`config.mk`:
```
export PLATFORM = sky130hd
export DESIGN_NAME = mie_queue
export DESIGN_NICKNAME = d
export VERILOG_FILES = /design/src/mie_pkg.sv /design/src/mie_queue.sv
export SDC_FILE = /design/constraint.sdc
export NUM_CORES = 1
export LEC_CHECK = 0
export ABC_AREA = 1
export BUFFER_PORTS_ARGS = -buffer_cell sky130_fd_sc_hd__buf_2
export CAP_MARGIN = 20
export CORE_ASPECT_RATIO = 0.5
export CORE_MARGIN = 2
export CORE_UTILIZATION = 46
export CTS_BUF_LIST = sky130_fd_sc_hd__clkbuf_16
export CTS_CLUSTER_DIAMETER = 100
export DETAILED_ROUTE_END_ITERATION = 10
export PLACE_DENSITY = 0.74
export SYNTH_ARGS = -nofsm -noshare
export SYNTH_HDL_FRONTEND = slang
export SYNTH_SLANG_ARGS = --single-unit
```
`constraint.sdc`:
```
create_clock -name clk -period 2.3 [get_ports clk]
set_input_delay 0.115 -clock clk [delete_from_list [all_inputs] [get_ports clk]]
set_output_delay 0.115 -clock clk [all_outputs]
set_load 0.1 [all_outputs]
```
`src/mie_pkg.sv`:
```
package mie_pkg;

	localparam logic [2:0] EXC_NONE        = 3'd0;
	localparam logic [2:0] EXC_RESERVED    = 3'd1;
	localparam logic [2:0] EXC_SYSCALL     = 3'd2;
	localparam logic [2:0] EXC_BREAK       = 3'd3;
	localparam logic [2:0] EXC_TRAP        = 3'd4;
	localparam logic [2:0] EXC_UNSUPPORTED = 3'd5;

	localparam logic CFG_START_PC   = 1'b0;
	localparam logic CFG_EXC_VECTOR = 1'b1;

	localparam logic [31:0] EXC_VECTOR_RESET = 32'h8000_0080;
	localparam logic [31:0] GPR_PTR_RESET    = 32'h8000_0000;
	localparam logic [4:0]  GPR_GP           = 5'd28;
	localparam logic [4:0]  GPR_SP           = 5'd29;
	localparam logic [4:0]  GPR_RA           = 5'd31;
	localparam logic [4:0]  GPR_ZERO         = 5'd0;

	localparam logic [5:0] OP_SPECIAL = 6'h00;
	localparam logic [5:0] OP_REGIMM  = 6'h01;
	localparam logic [5:0] OP_J       = 6'h02;
	localparam logic [5:0] OP_JAL     = 6'h03;
	localparam logic [5:0] OP_BEQ     = 6'h04;
	localparam logic [5:0] OP_BNE     = 6'h05;
	localparam logic [5:0] OP_BLEZ    = 6'h06;
	localparam logic [5:0] OP_BGTZ    = 6'h07;
	localparam logic [5:0] OP_ADDI    = 6'h08;
	localparam logic [5:0] OP_ADDIU   = 6'h09;
	localparam logic [5:0] OP_SLTI    = 6'h0A;
	localparam logic [5:0] OP_SLTIU   = 6'h0B;
	localparam logic [5:0] OP_ANDI    = 6'h0C;
	localparam logic [5:0] OP_ORI     = 6'h0D;
	localparam logic [5:0] OP_XORI    = 6'h0E;
	localparam logic [5:0] OP_LUI     = 6'h0F;
	localparam logic [5:0] OP_COP0    = 6'h10;
	localparam logic [5:0] OP_COP1    = 6'h11;
	localparam logic [5:0] OP_LB      = 6'h20;
	localparam logic [5:0] OP_LH      = 6'h21;
	localparam logic [5:0] OP_LWL     = 6'h22;
	localparam logic [5:0] OP_LW      = 6'h23;
	localparam logic [5:0] OP_LBU     = 6'h24;
	localparam logic [5:0] OP_LHU     = 6'h25;
	localparam logic [5:0] OP_LWR     = 6'h26;
	localparam logic [5:0] OP_SB      = 6'h28;
	localparam logic [5:0] OP_SH      = 6'h29;
	localparam logic [5:0] OP_SWL     = 6'h2A;
	localparam logic [5:0] OP_SW      = 6'h2B;
	localparam logic [5:0] OP_SWR     = 6'h2E;
	localparam logic [5:0] OP_LL      = 6'h30;
	localparam logic [5:0] OP_LWC1    = 6'h31;
	localparam logic [5:0] OP_SC      = 6'h38;
	localparam logic [5:0] OP_SWC1    = 6'h39;

	localparam logic [5:0] FN_SLL     = 6'h00;
	localparam logic [5:0] FN_SRL     = 6'h02;
	localparam logic [5:0] FN_SRA     = 6'h03;
	localparam logic [5:0] FN_SLLV    = 6'h04;
	localparam logic [5:0] FN_SRLV    = 6'h06;
	localparam logic [5:0] FN_SRAV    = 6'h07;
	localparam logic [5:0] FN_JR      = 6'h08;
	localparam logic [5:0] FN_JALR    = 6'h09;
	localparam logic [5:0] FN_SYSCALL = 6'h0C;
	localparam logic [5:0] FN_BREAK   = 6'h0D;
	localparam logic [5:0] FN_SYNC    = 6'h0F;
	localparam logic [5:0] FN_MFHI    = 6'h10;
	localparam logic [5:0] FN_MTHI    = 6'h11;
	localparam logic [5:0] FN_MFLO    = 6'h12;
	localparam logic [5:0] FN_MTLO    = 6'h13;
	localparam logic [5:0] FN_MULT    = 6'h18;
	localparam logic [5:0] FN_MULTU   = 6'h19;
	localparam logic [5:0] FN_DIV     = 6'h1A;
	localparam logic [5:0] FN_DIVU    = 6'h1B;
	localparam logic [5:0] FN_ADD     = 6'h20;
	localparam logic [5:0] FN_ADDU    = 6'h21;
	localparam logic [5:0] FN_SUB     = 6'h22;
	localparam logic [5:0] FN_SUBU    = 6'h23;
	localparam logic [5:0] FN_AND     = 6'h24;
	localparam logic [5:0] FN_OR      = 6'h25;
	localparam logic [5:0] FN_XOR     = 6'h26;
	localparam logic [5:0] FN_NOR     = 6'h27;
	localparam logic [5:0] FN_SLT     = 6'h2A;
	localparam logic [5:0] FN_SLTU    = 6'h2B;
	localparam logic [5:0] FN_TGE     = 6'h2C;
	localparam logic [5:0] FN_TGEU    = 6'h2D;
	localparam logic [5:0] FN_TLT     = 6'h2E;
	localparam logic [5:0] FN_TLTU    = 6'h2F;
	localparam logic [5:0] FN_TEQ     = 6'h30;
	localparam logic [5:0] FN_TNE     = 6'h32;

	localparam logic [4:0] RT_BLTZ   = 5'h00;
	localparam logic [4:0] RT_BGEZ   = 5'h01;
	localparam logic [4:0] RT_BLTZAL = 5'h10;
	localparam logic [4:0] RT_BGEZAL = 5'h11;

	typedef enum logic [1:0] {
		KIND_BASIC,
		KIND_MULT,
		KIND_DIV
	} kind_t;

	typedef struct packed {
		logic [31:0] word;
		kind_t       kind;
		logic        sgn;
		logic [2:0]  exc;
	} decoded_t;

	typedef struct packed {
		logic [31:0] npc;
		logic        wr;
		logic [4:0]  widx;
		logic [31:0] wval;
		logic [31:0] hi;
		logic [31:0] lo;
		logic [2:0]  exc;
	} result_t;

	typedef enum logic [2:0] {
		B_IDLE,
		B_READ,
		B_MUL,
		B_DIV,
		B_FIX,
		B_DONE
	} back_state_t;

	function automatic logic [31:0] gpr_reset_val(input logic [4:0] idx);
		logic [31:0] v;
		v = '0;
		if (idx == GPR_GP || idx == GPR_SP) v = GPR_PTR_RESET;
		return v;
	endfunction

endpackage

```
`src/mie_queue.sv`:
```
module mie_queue import mie_pkg::*; (
	input  logic     clk,
	input  logic     arst_n,
	input  logic     push,
	input  decoded_t push_data,
	output logic     full,
	input  logic     pop,
	output logic     empty,
	output decoded_t pop_data
);

	decoded_t   slot_q [2];
	logic       wr_ptr_q;
	logic       rd_ptr_q;
	logic [1:0] count_q;

	assign full     = (count_q == 2'd2);
	assign empty    = (count_q == 2'd0);
	assign pop_data = slot_q[rd_ptr_q];

	always_ff @(posedge clk) begin
		if (push) slot_q[wr_ptr_q] <= push_data;
	end

	always_ff @(posedge clk or negedge arst_n) begin
		if (!arst_n) begin
			wr_ptr_q <= 1'b0;
			rd_ptr_q <= 1'b0;
			count_q  <= 2'd0;
		end else begin
			if (push) wr_ptr_q <= !wr_ptr_q;
			if (pop) rd_ptr_q <= !rd_ptr_q;
			case ({push, pop})
				2'b10:   count_q <= count_q + 2'd1;
				2'b01:   count_q <= count_q - 2'd1;
				default: count_q <= count_q;
			endcase
		end
	end

endmodule

```
# After elaboration in Yosys (flattened, before gate mapping)
# Memories as Yosys holds them, arrays and structs flattened.
# Cells that the tools add are included.
[totals]
in_bits = 42
ram_bits = 76
mem_count = 1
wordCells = 16
out_inout_bits = 40
ff_bits = 4
[classes]
n_mux = 3
n_addsub = 2
n_eq_ne = 3
n_reduce_logical = 4
[mem_list]
columns = ["memory", "words", "width", "read_ports", "rd_ports_with_merged_regs", "write_ports", "line", "rtl"]
rows = [
  ["slot_q", 2, 38, 1, 0, 1, "mie_queue.sv:12", "decoded_t slot_q [2];"],
]
[op_table]
columns = ["operator", "count"]
rows = [
  ["2-bit == test, second input constant", 2],
  ["2-bit case mux with 2 select lines", 1],
  ["2-bit by 1-bit adder with 2-bit output, second input constant", 1],
  ["2-bit by 1-bit == test with 1-bit output, second input constant", 1],
  ["1-bit logical NOT", 2],
  ["2-bit logical NOT", 1],
  ["1-bit two-way mux", 2],
  ["2-bit nonzero test", 1],
  ["2-bit by 1-bit subtractor with 2-bit output, second input constant", 1],
]

# Logic depth before layout (Yosys ltp)
[logic_depth]
depth_word = 2
ltp_mapped = 7
ltp_nobuf = 7

# Worst setup path before layout
# No wires, ideal clock.
[synth_path]
path_kind = "reg2out"
from = "register rd_ptr_q"
to = "output pop_data[11] in the netlist's numbering"
arrival_time_ns = 2.691
slack_ns = -0.506
path_buffers = 1
path_stages_with_launch = 3
required_ns = 2.185
cell_sequence = "dfrtp_1 > clkbuf_1 > o21ai_0"
[synth_lines]
columns = ["element", "line", "rtl"]
rows = [
  ["start: declaration", "mie_queue.sv:14", "logic rd_ptr_q;"],
  ["start signal: assignment", "mie_queue.sv:32", "if (pop) rd_ptr_q <= !rd_ptr_q;"],
  ["end: declaration", "mie_queue.sv:9", "output decoded_t pop_data"],
]

==> metrics.txt <==
Ys Warns=0; RSZ-0062 raised after global routing=no; residual antenna-violating net count after detailed routing=0; starting utilization of the core area=0.486; Max-Cap Viols=0; area growth from synthesis to layout=40.3%; area fraction in compound gates after synthesis=0.0630; area used by multi-input combinational logic=approximately 420 sq um; # IOs=82; clock input transition at the sequential cells of the worst setup and hold paths=around 0.06 ns; Final Cycle Share=0.827; share of synthesized area spent on multiplexers=0; startpoint of the most critical register-to-register path=wr_ptr_q$_DFFE_PN0P_; worst-case hold slack=between 0.1 and 0.15 ns; reg-to-reg critical path endpoint=slot_q[0][10]$_DFFE_PP_; final hold violation count=0; cell accounting for the most synthesized area=sky130_fd_sc_hd__edfxtp_1; wire length per cell after detailed routing=between 10 and 15 microns; first-pass GRT wire length=about 8.6 mm; share of post-route cells with drive strength above 1=0.287; TritonCTS Buffers=9; RePlAce Congestion=0.695; antenna fix cells=0; met3 layer wire length in the routed design=184 microns; top cells by area, synth=sky130_fd_sc_hd__edfxtp_1, sky130_fd_sc_hd__inv_1, sky130_fd_sc_hd__nand2_1, sky130_fd_sc_hd__o21ai_0, sky130_fd_sc_hd__dfrtp_1; final-report setup violation count=0; Worst Path Arrival=1.79 ns; metal2 WL=3.17 mm; Max-Slew Margin vs Limit=0.610; most instantiated cells after synthesis=sky130_fd_sc_hd__edfxtp_1, sky130_fd_sc_hd__inv_1, sky130_fd_sc_hd__nand2_1; clock tree from TritonCTS=yes; Cell Rows=20; most common cell in the netlist=sky130_fd_sc_hd__edfxtp_1; Final Max Tran Viols=0; category of the critical setup timing path=flop to output pin; CORE AREA=a little over 6000 sq um; level count of the clock H-tree=3; maximum clock skew at final layout=0.00644 ns; main combinational cell family by area after synthesis=buffers and inverters; per-instance average area after synthesis=13.6 sq um; endpoint class of the critical path=output pin; total DRC errors in the routed layout=0; vertical extent of the die=a little over 60 microns; nets=a little under 400; Clock Tree Root=sky130_fd_sc_hd__clkbuf_16; type of the worst min-delay path=input port to asynchronous set/reset pin; largest net degree at the start of global routing=37; critical path peak fanout=36; DP Worst Slack=0.760 ns; required time reported for the critical path endpoint=roughly 2.2 ns; Mapped Nets=265; cell area after placement=3530 sq um; cell depth of the worst flop-to-flop path=2; slack of the worst reg-to-reg path=0.81 ns; Post-Layout Inst Area=4240 sq um; Max Used Layer=met4; Max Clk Rate=0.526 GHz; # clock sinks=80; minimum clock period=1.90 ns; sum of negative setup slack=0 ns; total die area=about 7300 sq um; Async S/R FF share, synth=0.0500; mean number of vias per cell=4.54; status=finished clean; slew of the pin with the lowest slew margin=0.584 ns; length of routed wiring on met1=2.25 mm; post-synthesis instance area=roughly 3000 sq um; half-perimeter wire length after placement=about 3.5 mm; number of flops mapped to enable cells by yosys=76; register area share after synthesis=0.789; number of input and output port buffers inserted=a little over 80; Iter 0 DRT Violations=92; Gates resized, CTS repair=0; Congestion Overflow GR=0; clock latency on the worst-skew pair=roughly 0.32 ns; simple-gate portion of the synthesized area=0.0609; vias in the first global route=1972; Primary FF master, synth=sky130_fd_sc_hd__edfxtp_1; count of mapped cells out of synthesis=222; FF/Latch Area=between 2000 and 2500 sq um; startpoint type of the worst setup path=flop; overall global routing resource usage=0.161; fill count=about 430; floorplan die width=roughly 120 microns; count of state elements after synthesis=80; final setup margin=0.398 ns; CTS Buffer Depth=2; portion of synthesized cell area occupied by the leading cell type=0.756; final WL=5.69 mm; adder-cell share of the synthesized area=0.00414; Pre-Repair DR Iteration Count=4; number of distinct standard cells referenced by the synthesized netlist=16; post-synthesis xor/xnor area fraction=0.00870; via count=2017; antenna violations before repair=0
-- how the worst max path moves through the flow --
stage	from	endpoint	slack (ns)	depth (start not counted)
floorplan	rd_ptr_q$_DFFE_PN0P_	pop_data[11]	-0.51	2
global placement	rd_ptr_q$_DFFE_PN0P_	pop_data[33]	0.81	4
detailed placement	rd_ptr_q$_DFFE_PN0P_	pop_data[31]	0.76	4
CTS	rd_ptr_q$_DFFE_PN0P_	pop_data[31]	0.40	4
global route	rd_ptr_q$_DFFE_PN0P_	pop_data[18]	0.28	4
finish	rd_ptr_q$_DFFE_PN0P_	pop_data[14]	0.40	4
-- layer usage --
| metal | vias up | global-route usage |
|---|---|---|
| met5 | - | 0 |
| met1 | 961 | 0.164 |
| li1 | 999 | - |
| met2 | 46 | 0.310 |
| met4 | 0 | 0.0918 |
| met3 | 11 | 0.0509 |
-- kinds of logic (layout without fill, tap and decap cells) --
kind of cell               after synthesis  after routing
and+or+nand+nor                         48             48
DFF                                     80             80
buffers and inverters                   52            186
adders and majority gates                1              1
xor gates and xnor gates                 3              3
AOI/OAI and AO/OA                       38             38
-- through the flow --
stage / instances / util
3_5_place_dp: 387 / 0.568
4_1_cts: 444 / 0.682
5_1_grt: 444 / 0.682
3_3_place_gp: 387 / 0.568
6_report: 444 / 0.682
2_1_floorplan: 222 / -
-- cell usage in the layout (no fill, tap or decap) --
master | netlist | layout
sky130_fd_sc_hd__o21ai_0 | 30 | 20
sky130_fd_sc_hd__clkinvlp_4 | 0 | 1
sky130_fd_sc_hd__inv_1 | 44 | 44
sky130_fd_sc_hd__clkinv_1 | 0 | 1
sky130_fd_sc_hd__xor2_1 | 2 | 2
sky130_fd_sc_hd__dlygate4sd3_1 | 0 | 41
sky130_fd_sc_hd__nand4_1 | 1 | 1
sky130_fd_sc_hd__clkbuf_16 | 0 | 9
sky130_fd_sc_hd__nand3_1 | 1 | 1
sky130_fd_sc_hd__nor2_4 | 0 | 1
sky130_fd_sc_hd__dfrtp_2 | 0 | 1
sky130_fd_sc_hd__edfxtp_1 | 76 | 76
sky130_fd_sc_hd__o21ai_1 | 8 | 18
sky130_fd_sc_hd__nor2_1 | 3 | 2
sky130_fd_sc_hd__clkinv_4 | 0 | 3
sky130_fd_sc_hd__xnor2_1 | 1 | 1
sky130_fd_sc_hd__bufinv_16 | 0 | 1
sky130_fd_sc_hd__nand2_1 | 43 | 43
sky130_fd_sc_hd__ha_1 | 1 | 1
sky130_fd_sc_hd__buf_12 | 0 | 1
sky130_fd_sc_hd__buf_4 | 1 | 3
sky130_fd_sc_hd__dfrtp_1 | 4 | 3
sky130_fd_sc_hd__clkinv_2 | 0 | 1
sky130_fd_sc_hd__buf_2 | 2 | 81
-- cell type report --
cell class / instances / share of cell area
sequential: 80 / 0.563
timing repair buffer: 126 / 0.203
multi-input combinational: 90 / 0.0993
clock buffer: 9 / 0.0532
inverter: 44 / 0.0390
tap: 88 / 0.0260
clock inverter: 7 / 0.0171
-- worst max-delay path, cell delays in order, from the launching register on --
cell                      delay, ns
sky130_fd_sc_hd__dfrtp_2       0.45
sky130_fd_sc_hd__buf_4         0.34
sky130_fd_sc_hd__nand2_1       0.08
sky130_fd_sc_hd__o21ai_0       0.10
sky130_fd_sc_hd__buf_2         0.48
-- registers in the layout, indices dropped and copies added (netlist names) --
name and flops:
count_q 2, slot_q 76, wr_ptr_q 1, rd_ptr_q 1
-- timing repair --
action	in CTS	in global routing
buffers inserted	0	0
hold buffers	41	0
hold endpoints to repair	82	0
Power is left out: the tool's default activity adds up to more than one toggle a clock period on the data nets, which glitch-free logic cannot reach.
