===== src/mie_pkg.sv =====
package mie_pkg;

	localparam logic [2:0] EXC_NONE        = 3'd0;
	localparam logic [2:0] EXC_RESERVED    = 3'd1;
	localparam logic [2:0] EXC_SYSCALL     = 3'd2;
	localparam logic [2:0] EXC_BREAK       = 3'd3;
	localparam logic [2:0] EXC_TRAP        = 3'd4;
	localparam logic [2:0] EXC_UNSUPPORTED = 3'd5;

	localparam logic CFG_START_PC   = 1'b0;
	localparam logic CFG_EXC_VECTOR = 1'b1;

	localparam logic [31:0] EXC_VECTOR_RESET = 32'h8000_0080;
	localparam logic [31:0] GPR_PTR_RESET    = 32'h8000_0000;
	localparam logic [4:0]  GPR_GP           = 5'd28;
	localparam logic [4:0]  GPR_SP           = 5'd29;
	localparam logic [4:0]  GPR_RA           = 5'd31;
	localparam logic [4:0]  GPR_ZERO         = 5'd0;

	localparam logic [5:0] OP_SPECIAL = 6'h00;
	localparam logic [5:0] OP_REGIMM  = 6'h01;
	localparam logic [5:0] OP_J       = 6'h02;
	localparam logic [5:0] OP_JAL     = 6'h03;
	localparam logic [5:0] OP_BEQ     = 6'h04;
	localparam logic [5:0] OP_BNE     = 6'h05;
	localparam logic [5:0] OP_BLEZ    = 6'h06;
	localparam logic [5:0] OP_BGTZ    = 6'h07;
	localparam logic [5:0] OP_ADDI    = 6'h08;
	localparam logic [5:0] OP_ADDIU   = 6'h09;
	localparam logic [5:0] OP_SLTI    = 6'h0A;
	localparam logic [5:0] OP_SLTIU   = 6'h0B;
	localparam logic [5:0] OP_ANDI    = 6'h0C;
	localparam logic [5:0] OP_ORI     = 6'h0D;
	localparam logic [5:0] OP_XORI    = 6'h0E;
	localparam logic [5:0] OP_LUI     = 6'h0F;
	localparam logic [5:0] OP_COP0    = 6'h10;
	localparam logic [5:0] OP_COP1    = 6'h11;
	localparam logic [5:0] OP_LB      = 6'h20;
	localparam logic [5:0] OP_LH      = 6'h21;
	localparam logic [5:0] OP_LWL     = 6'h22;
	localparam logic [5:0] OP_LW      = 6'h23;
	localparam logic [5:0] OP_LBU     = 6'h24;
	localparam logic [5:0] OP_LHU     = 6'h25;
	localparam logic [5:0] OP_LWR     = 6'h26;
	localparam logic [5:0] OP_SB      = 6'h28;
	localparam logic [5:0] OP_SH      = 6'h29;
	localparam logic [5:0] OP_SWL     = 6'h2A;
	localparam logic [5:0] OP_SW      = 6'h2B;
	localparam logic [5:0] OP_SWR     = 6'h2E;
	localparam logic [5:0] OP_LL      = 6'h30;
	localparam logic [5:0] OP_LWC1    = 6'h31;
	localparam logic [5:0] OP_SC      = 6'h38;
	localparam logic [5:0] OP_SWC1    = 6'h39;

	localparam logic [5:0] FN_SLL     = 6'h00;
	localparam logic [5:0] FN_SRL     = 6'h02;
	localparam logic [5:0] FN_SRA     = 6'h03;
	localparam logic [5:0] FN_SLLV    = 6'h04;
	localparam logic [5:0] FN_SRLV    = 6'h06;
	localparam logic [5:0] FN_SRAV    = 6'h07;
	localparam logic [5:0] FN_JR      = 6'h08;
	localparam logic [5:0] FN_JALR    = 6'h09;
	localparam logic [5:0] FN_SYSCALL = 6'h0C;
	localparam logic [5:0] FN_BREAK   = 6'h0D;
	localparam logic [5:0] FN_SYNC    = 6'h0F;
	localparam logic [5:0] FN_MFHI    = 6'h10;
	localparam logic [5:0] FN_MTHI    = 6'h11;
	localparam logic [5:0] FN_MFLO    = 6'h12;
	localparam logic [5:0] FN_MTLO    = 6'h13;
	localparam logic [5:0] FN_MULT    = 6'h18;
	localparam logic [5:0] FN_MULTU   = 6'h19;
	localparam logic [5:0] FN_DIV     = 6'h1A;
	localparam logic [5:0] FN_DIVU    = 6'h1B;
	localparam logic [5:0] FN_ADD     = 6'h20;
	localparam logic [5:0] FN_ADDU    = 6'h21;
	localparam logic [5:0] FN_SUB     = 6'h22;
	localparam logic [5:0] FN_SUBU    = 6'h23;
	localparam logic [5:0] FN_AND     = 6'h24;
	localparam logic [5:0] FN_OR      = 6'h25;
	localparam logic [5:0] FN_XOR     = 6'h26;
	localparam logic [5:0] FN_NOR     = 6'h27;
	localparam logic [5:0] FN_SLT     = 6'h2A;
	localparam logic [5:0] FN_SLTU    = 6'h2B;
	localparam logic [5:0] FN_TGE     = 6'h2C;
	localparam logic [5:0] FN_TGEU    = 6'h2D;
	localparam logic [5:0] FN_TLT     = 6'h2E;
	localparam logic [5:0] FN_TLTU    = 6'h2F;
	localparam logic [5:0] FN_TEQ     = 6'h30;
	localparam logic [5:0] FN_TNE     = 6'h32;

	localparam logic [4:0] RT_BLTZ   = 5'h00;
	localparam logic [4:0] RT_BGEZ   = 5'h01;
	localparam logic [4:0] RT_BLTZAL = 5'h10;
	localparam logic [4:0] RT_BGEZAL = 5'h11;

	typedef enum logic [1:0] {
		KIND_BASIC,
		KIND_MULT,
		KIND_DIV
	} kind_t;

	typedef struct packed {
		logic [31:0] word;
		kind_t       kind;
		logic        sgn;
		logic [2:0]  exc;
	} decoded_t;

	typedef struct packed {
		logic [31:0] npc;
		logic        wr;
		logic [4:0]  widx;
		logic [31:0] wval;
		logic [31:0] hi;
		logic [31:0] lo;
		logic [2:0]  exc;
	} result_t;

	typedef enum logic [2:0] {
		B_IDLE,
		B_READ,
		B_MUL,
		B_DIV,
		B_FIX,
		B_DONE
	} back_state_t;

	function automatic logic [31:0] gpr_reset_val(input logic [4:0] idx);
		logic [31:0] v;
		v = '0;
		if (idx == GPR_GP || idx == GPR_SP) v = GPR_PTR_RESET;
		return v;
	endfunction

endpackage


===== src/mie_channels.sv =====
interface mie_instr_if;
	import mie_pkg::*;
	logic        valid;
	logic        ready;
	logic [31:0] instr_word;

	modport source (output valid, output instr_word, input ready);
	modport sink (input valid, input instr_word, output ready);
endinterface



===== src/mie_front.sv =====
module mie_front import mie_pkg::*; (
	mie_instr_if.sink instr_ch,
	input  logic      queue_full,
	output logic      push,
	output decoded_t  push_data
);

	logic [5:0] op;
	logic [5:0] fn;
	logic [4:0] rt;

	assign op = instr_ch.instr_word[31:26];
	assign fn = instr_ch.instr_word[5:0];
	assign rt = instr_ch.instr_word[20:16];

	assign instr_ch.ready = !queue_full;
	assign push = instr_ch.valid && !queue_full;

	always_comb begin
		push_data.word = instr_ch.instr_word;
		push_data.kind = KIND_BASIC;
		push_data.sgn  = 1'b0;
		push_data.exc  = EXC_NONE;
		case (op)
			OP_SPECIAL: begin
				case (fn)
					FN_SLL, FN_SRL, FN_SRA, FN_SLLV, FN_SRLV, FN_SRAV, FN_JR, FN_JALR,
					FN_SYNC, FN_MFHI, FN_MTHI, FN_MFLO, FN_MTLO, FN_ADD, FN_ADDU,
					FN_SUB, FN_SUBU, FN_AND, FN_OR, FN_XOR, FN_NOR, FN_SLT, FN_SLTU,
					FN_TGE, FN_TGEU, FN_TLT, FN_TLTU, FN_TEQ, FN_TNE: ;
					FN_SYSCALL: push_data.exc = EXC_SYSCALL;
					FN_BREAK:   push_data.exc = EXC_BREAK;
					FN_MULT: begin
						push_data.kind = KIND_MULT;
						push_data.sgn  = 1'b1;
					end
					FN_MULTU: push_data.kind = KIND_MULT;
					FN_DIV: begin
						push_data.kind = KIND_DIV;
						push_data.sgn  = 1'b1;
					end
					FN_DIVU: push_data.kind = KIND_DIV;
					default: push_data.exc = EXC_RESERVED;
				endcase
			end
			OP_REGIMM: begin
				if (rt != RT_BLTZ && rt != RT_BGEZ && rt != RT_BLTZAL && rt != RT_BGEZAL)
					push_data.exc = EXC_RESERVED;
			end
			OP_J, OP_JAL, OP_BEQ, OP_BNE, OP_BLEZ, OP_BGTZ, OP_ADDI, OP_ADDIU,
			OP_SLTI, OP_SLTIU, OP_ANDI, OP_ORI, OP_XORI, OP_LUI: ;
			OP_COP0, OP_COP1, OP_LB, OP_LH, OP_LWL, OP_LW, OP_LBU, OP_LHU, OP_LWR,
			OP_SB, OP_SH, OP_SWL, OP_SW, OP_SWR, OP_LL, OP_LWC1, OP_SC, OP_SWC1:
				push_data.exc = EXC_UNSUPPORTED;
			default: push_data.exc = EXC_RESERVED;
		endcase
	end

endmodule


===== src/flat_wrapper.sv =====
// flat-port wrapper written by rule: the top's interface ports become plain ports
module mie_front_flat import mie_pkg::*;
  (queue_full, push, push_data, instr_ch_valid, instr_ch_instr_word, instr_ch_ready);
  mie_instr_if instr_ch_i ();
  input  logic queue_full;
  output logic push;
  output decoded_t push_data;
  input wire logic [$bits(instr_ch_i.valid)-1:0] instr_ch_valid;
  input wire logic [$bits(instr_ch_i.instr_word)-1:0] instr_ch_instr_word;
  output wire logic [$bits(instr_ch_i.ready)-1:0] instr_ch_ready;
  assign instr_ch_i.valid = instr_ch_valid;
  assign instr_ch_i.instr_word = instr_ch_instr_word;
  assign instr_ch_ready = instr_ch_i.ready;
  mie_front u_core (.instr_ch(instr_ch_i), .queue_full(queue_full), .push(push), .push_data(push_data));
endmodule

===== config.mk =====
export PLATFORM = sky130hd
export DESIGN_NAME = mie_front_flat
export DESIGN_NICKNAME = d
export VERILOG_FILES = /design/src/mie_pkg.sv /design/src/mie_channels.sv /design/src/mie_front.sv /design/src/flat_wrapper.sv
export SDC_FILE = /design/constraint.sdc
export NUM_CORES = 1
export LEC_CHECK = 0
export BUFFER_PORTS_ARGS = -buffer_cell sky130_fd_sc_hd__buf_2
export CELL_PAD_IN_SITES_DETAIL_PLACEMENT = 2
export CELL_PAD_IN_SITES_GLOBAL_PLACEMENT = 2
export CORE_ASPECT_RATIO = 0.8
export CORE_MARGIN = 5
export CORE_UTILIZATION = 10
export DETAILED_ROUTE_END_ITERATION = 7
export PLACE_DENSITY = 0.86
export REMOVE_ABC_BUFFERS = 1
export SETUP_SLACK_MARGIN = 0.15
export SYNTH_ARGS = -nofsm -noshare
export SYNTH_HDL_FRONTEND = slang
export SYNTH_SLANG_ARGS = --single-unit

===== constraint.sdc =====
create_clock -name vclk -period 1.1
set_clock_uncertainty 0.1 [all_clocks]
set_input_delay 0.165 -clock vclk [all_inputs]
set_output_delay 0.165 -clock vclk [all_outputs]
set_load 0.005 [all_outputs]

Word-level counts from Yosys, hierarchy flattened
Cells that the tools add are included.
{ "totals": {"out_inout_bits": 40, "latchBits": 0, "ramBits": 0, "reg_bits": 0, "elab_cells": 90, "mem_count": 0, "mem_bits_ro": 0} }
{ "classes": {"bitwise_logic": 0, "n_shift": 0, "div": 0, "n_reduce_logical": 14, "n_mul": 0, "add_sub_neg": 0, "order_cmp": 0, "n_mux": 6, "n_eq_ne": 70} }
{ "op_table": {"columns": ["operator", "count"], "rows": [
  ["equality test 6 bit, second input constant", 32],
  ["equality test 6 x 4 -> 1 bit, second input constant", 13],
  ["equality test 6 x 5 -> 1 bit, second input constant", 10],
  ["equality test 6 x 3 -> 1 bit, second input constant", 7],
  ["OR reduction 33 bit", 1],
  ["equality test 6 x 2 -> 1 bit, second input constant", 4],
  ["OR reduction 18 bit", 1],
  ["OR reduction 14 bit", 1],
  ["zero test 6 bit", 2],
  ["case mux 3 bit (4 select lines)", 1],
  ["inequality test 5 bit, second input constant", 2],
  ["equality test 6 x 1 -> 1 bit, second input constant", 1],
  ["case mux 2 bit (3 select lines)", 1],
  ["OR reduction 2 bit", 3],
  ["inequality test 5 x 1 -> 1 bit, second input constant", 1],
  ["nonzero test 5 bit", 1],
  ["logical AND 1 bit", 4],
  ["case mux 2 bit (2 select lines)", 1],
  ["2-to-1 mux 3 bit", 1],
  ["2-to-1 mux 1 bit", 2],
  ["zero test 1 bit", 1]
]} }

Logic depth before layout (Yosys ltp)
{ "depth": {"ltp_word": 6, "ltp_mapped": 4, "depth_no_buf": 4} }

Least setup slack after synthesis
Ideal clock, no wire load.
{ "synth_path": {"path_kind": "input port to output port", "from": "input instr_ch_instr_word[26]", "to": "output push_data[3] (netlist bit)", "path_stages": 4, "required_time_ns": 0.835, "arrival_ns": 0.997, "path_buffers": 0, "slack_ns": -0.162, "cell_sequence": "or3_4 -> nor3_4 -> nand4b_2 -> nor2_1"} }
{ "synth_lines": {"columns": ["element", "line_no", "rtl"], "rows": [
  ["from (decl)", "flat_wrapper.sv:9", "input wire logic [$bits(instr_ch_i.instr_word)-1:0] instr_ch_instr_word;"],
  ["to (decl)", "flat_wrapper.sv:7", "output decoded_t push_data;"]
]} }

==> results.py <==
metrics = {
    "logic_synthesis": {
        "synth_compound_area_share_pct": 14.2,
        "synth_area_um2": 449,
        "synthTopCellsByArea": "buf_4 53%, nand2b_1 4.2%, o2bb2ai_1 3.9%",
        "synth_xor_area_share_pct": 0,
        "synth_top_area_share_pct": 53.5,
        "synth_seq_area_share_pct": 0,
        "yosys_warnings": 0,
        "muxShareOfSynthArea_pct": 0,
        "synth.distinct_cells": 20,
        "synth-adder-area-share_pct": 0,
        "synthSimpleGateAreaFrac_pct": 29.0,
        "yosysTopAreaCell": "buf_4",
        "synth_cells": 64,
        "avgSynthCellArea_um2": 7.02,
        "synth_top_family_by_area": "buffers and inverters",
    },
    "job": {
        "cap_violations": 0,
    },
    "layout": {
        "layout_common_cells": "36 x buf_2, 10 x buf_4, 7 x buf_6, 4 x inv_1",
        "design_area_um2": 676,
        "fillers": 533,
        "final_common_cell": "buf_2",
        "fin_util_pct": 15.9,
        "clock_buffers": 0,
        "layout.nets": 121,
        "antennaDiodeCount": 0,
        "stdcell_count": 142,
        "drive_gt1_share_pct": 76.5,
        "seq_cells": 0,
        "area_growth_pct": 50.4,
        "multi_input_area_um2": 255,
        "regArea_um2": 0,
    },
    "global_routing": {
        "grt-ovfl-total": 0,
        "grt_pass1_vias": 612,
        "grt_pass1_wl_um": 2890,
        "grt_max_degree": 7,
        "antenna_found_initial": 0,
        "grt_use_total_pct": 5.87,
    },
    "die": {
        "die_height_um": 69.9,
        "io_pins": 74,
        "core_mm2": 0.00426,
        "fp-row-count": 21,
        "die_area_mm2": 0.00594,
        "die_x_um": 84.9,
        "initial_utilization_pct": 10.6,
    },
    "timing": {
        "drv_slew": 0,
        "hold_violations": 0,
        "period_share_pct": 139,
        "tightest_slew_ns": 0.271,
        "finalSetupViolations": 6,
        "layout_setup_ws_ns": -0.430,
        "fin_crit_ns": 1.53,
        "whs_ns": 0.230,
        "fmax_mhz": 654,
        "rsz0062_at_grt": "true",
        "slew_headroom_pct": 81.9,
    },
    "power": {
        "ir_worst_vdd_mv": 0.0915,
        "net-switching-power_w": 0.0000938,
        "p_comb_share_pct": 100.0,
        "switching_share_pct": 44.0,
        "seq_power_share_pct": 0,
        "power.leakage_nw": 0.358,
        "clockPowerShare_pct": 0,
        "power_density_mw_per_mm2": 316,
        "p_int_w": 0.000120,
    },
    "worst_hold_path": {
        "hold_depth": 0,
        "hp-class": "in2out",
        "whs_endpoint": "push_data[28]",
        "min_from": "instr_ch_instr_word[22]",
    },
    "critical_path": {
        "crit_type": "in2out",
        "end_kind": "primary output",
        "worst_ep_arrival_time_ns": 1.26,
        "path_max_fanout": 3,
        "start_kind": "input pin",
        "crit_required_ns": 0.83,
    },
    "place": {
        "placed_cell_area_um2": 563,
        "placement.io_buffers": 40,
        "dpl_worst_slack_ns": -0.455,
        "place_congestion": 0.626,
        "dp_cells": 140,
        "dp.final_hpwl_um": 1630,
    },
    "outcome": {
        "violations": "negative setup slack",
        "status": "finished, violations left",
    },
    "detailed_routing": {
        "viasPerCell": 3.46,
        "routed_wl_um": 1890,
        "vias": 491,
        "drtPass1Iterations": 2,
        "drc": 0,
        "wire_per_inst_um": 13.3,
        "drtIter0Drc": 4,
        "antenna_left": 0,
    },
}
critical path: stages:
cell and delay [ns]:
buf_6 0.09, or3_4 0.39, nor3_4 0.23, nand4b_4 0.15, nor2_1 0.11, buf_2 0.12
power by group through the flow:
stage | Clock (W) | Combinational [W] | Sequential, W
finish | 0 | 0.000213 | 0
global placement | 0 | 0.000168 | 0
CTS | 0 | 0.000201 | 0
detailed placement | 0 | 0.000174 | 0
floorplan | 0 | 0.0000383 | 0
global route | 0 | 0.000234 | 0
synthesized netlist by cell type:
master,instances
a21oi_1,3
a221oi_1,1
a31oi_1,1
and4b_1,1
buf_4,32
inv_1,4
nand2_1,1
nand2b_1,3
nand4b_2,1
nor2_1,4
nor2b_1,2
nor3_1,1
nor3_4,1
nor3b_1,1
nor4b_1,1
o21ai_0,2
o22ai_1,1
o2bb2ai_1,2
or3_1,1
or3_4,1
cell type report:
cell class / count / share of cell area (%)
inverters: 4 / 2.22
well taps: 57 / 10.6
repair buffers: 53 / 49.4
multi-input cells: 28 / 37.8
routing by layer:
| layer | wire length, µm | track usage, % | share of wire (%) | vias to the layer above |
|---|---|---|---|---|
| met5 | 0 | 4.55 | 0 | - |
| met4 | 0 | 0 | 0 | 0 |
| met1 | 676 | 5.76 | 36 | 225 |
| li1 | - | - | - | 230 |
| met3 | 205 | 3.53 | 11 | 0 |
| met2 | 1010 | 10.8 | 53 | 36 |
logic make-up (layout without fill, tap and decap cells):
| logic type | count (synthesis) | after routing |
|---|---|---|
| compound gates | 10 | 10 |
| buf+inv | 36 | 57 |
| simple gates | 18 | 18 |
how the worst max path moves through the flow:
stage	from	end	slack, ns	cells after the start
2_1_floorplan	instr_ch_instr_word[26]	push_data[3]	-0.16	4
3_3_place_gp	instr_ch_instr_word[27]	push_data[4]	-0.45	6
3_5_place_dp	instr_ch_instr_word[27]	push_data[5]	-0.45	6
4_1_cts	instr_ch_instr_word[28]	push_data[5]	-0.44	6
5_1_grt	instr_ch_instr_word[31]	push_data[3]	-0.50	6
6_report	instr_ch_instr_word[31]	push_data[3]	-0.43	6
stage by stage:
stage | TNS (ns) | total power (W)
2_1_floorplan | -0.665 | 0.0000383
3_3_place_gp | -2.27 | 0.000168
3_5_place_dp | -2.35 | 0.000174
4_1_cts | -2.24 | 0.000201
5_1_grt | -2.53 | 0.000234
6_report | -2.15 | 0.000213
what timing repair did:
item,in CTS,in global routing
hold buffers,0,0
buffers inserted,2,0
pin swaps,7,9
endpoints found under the setup margin,6,7
gates resized for setup,9,9
No activity file was read; power rests on OpenSTA's default activity.
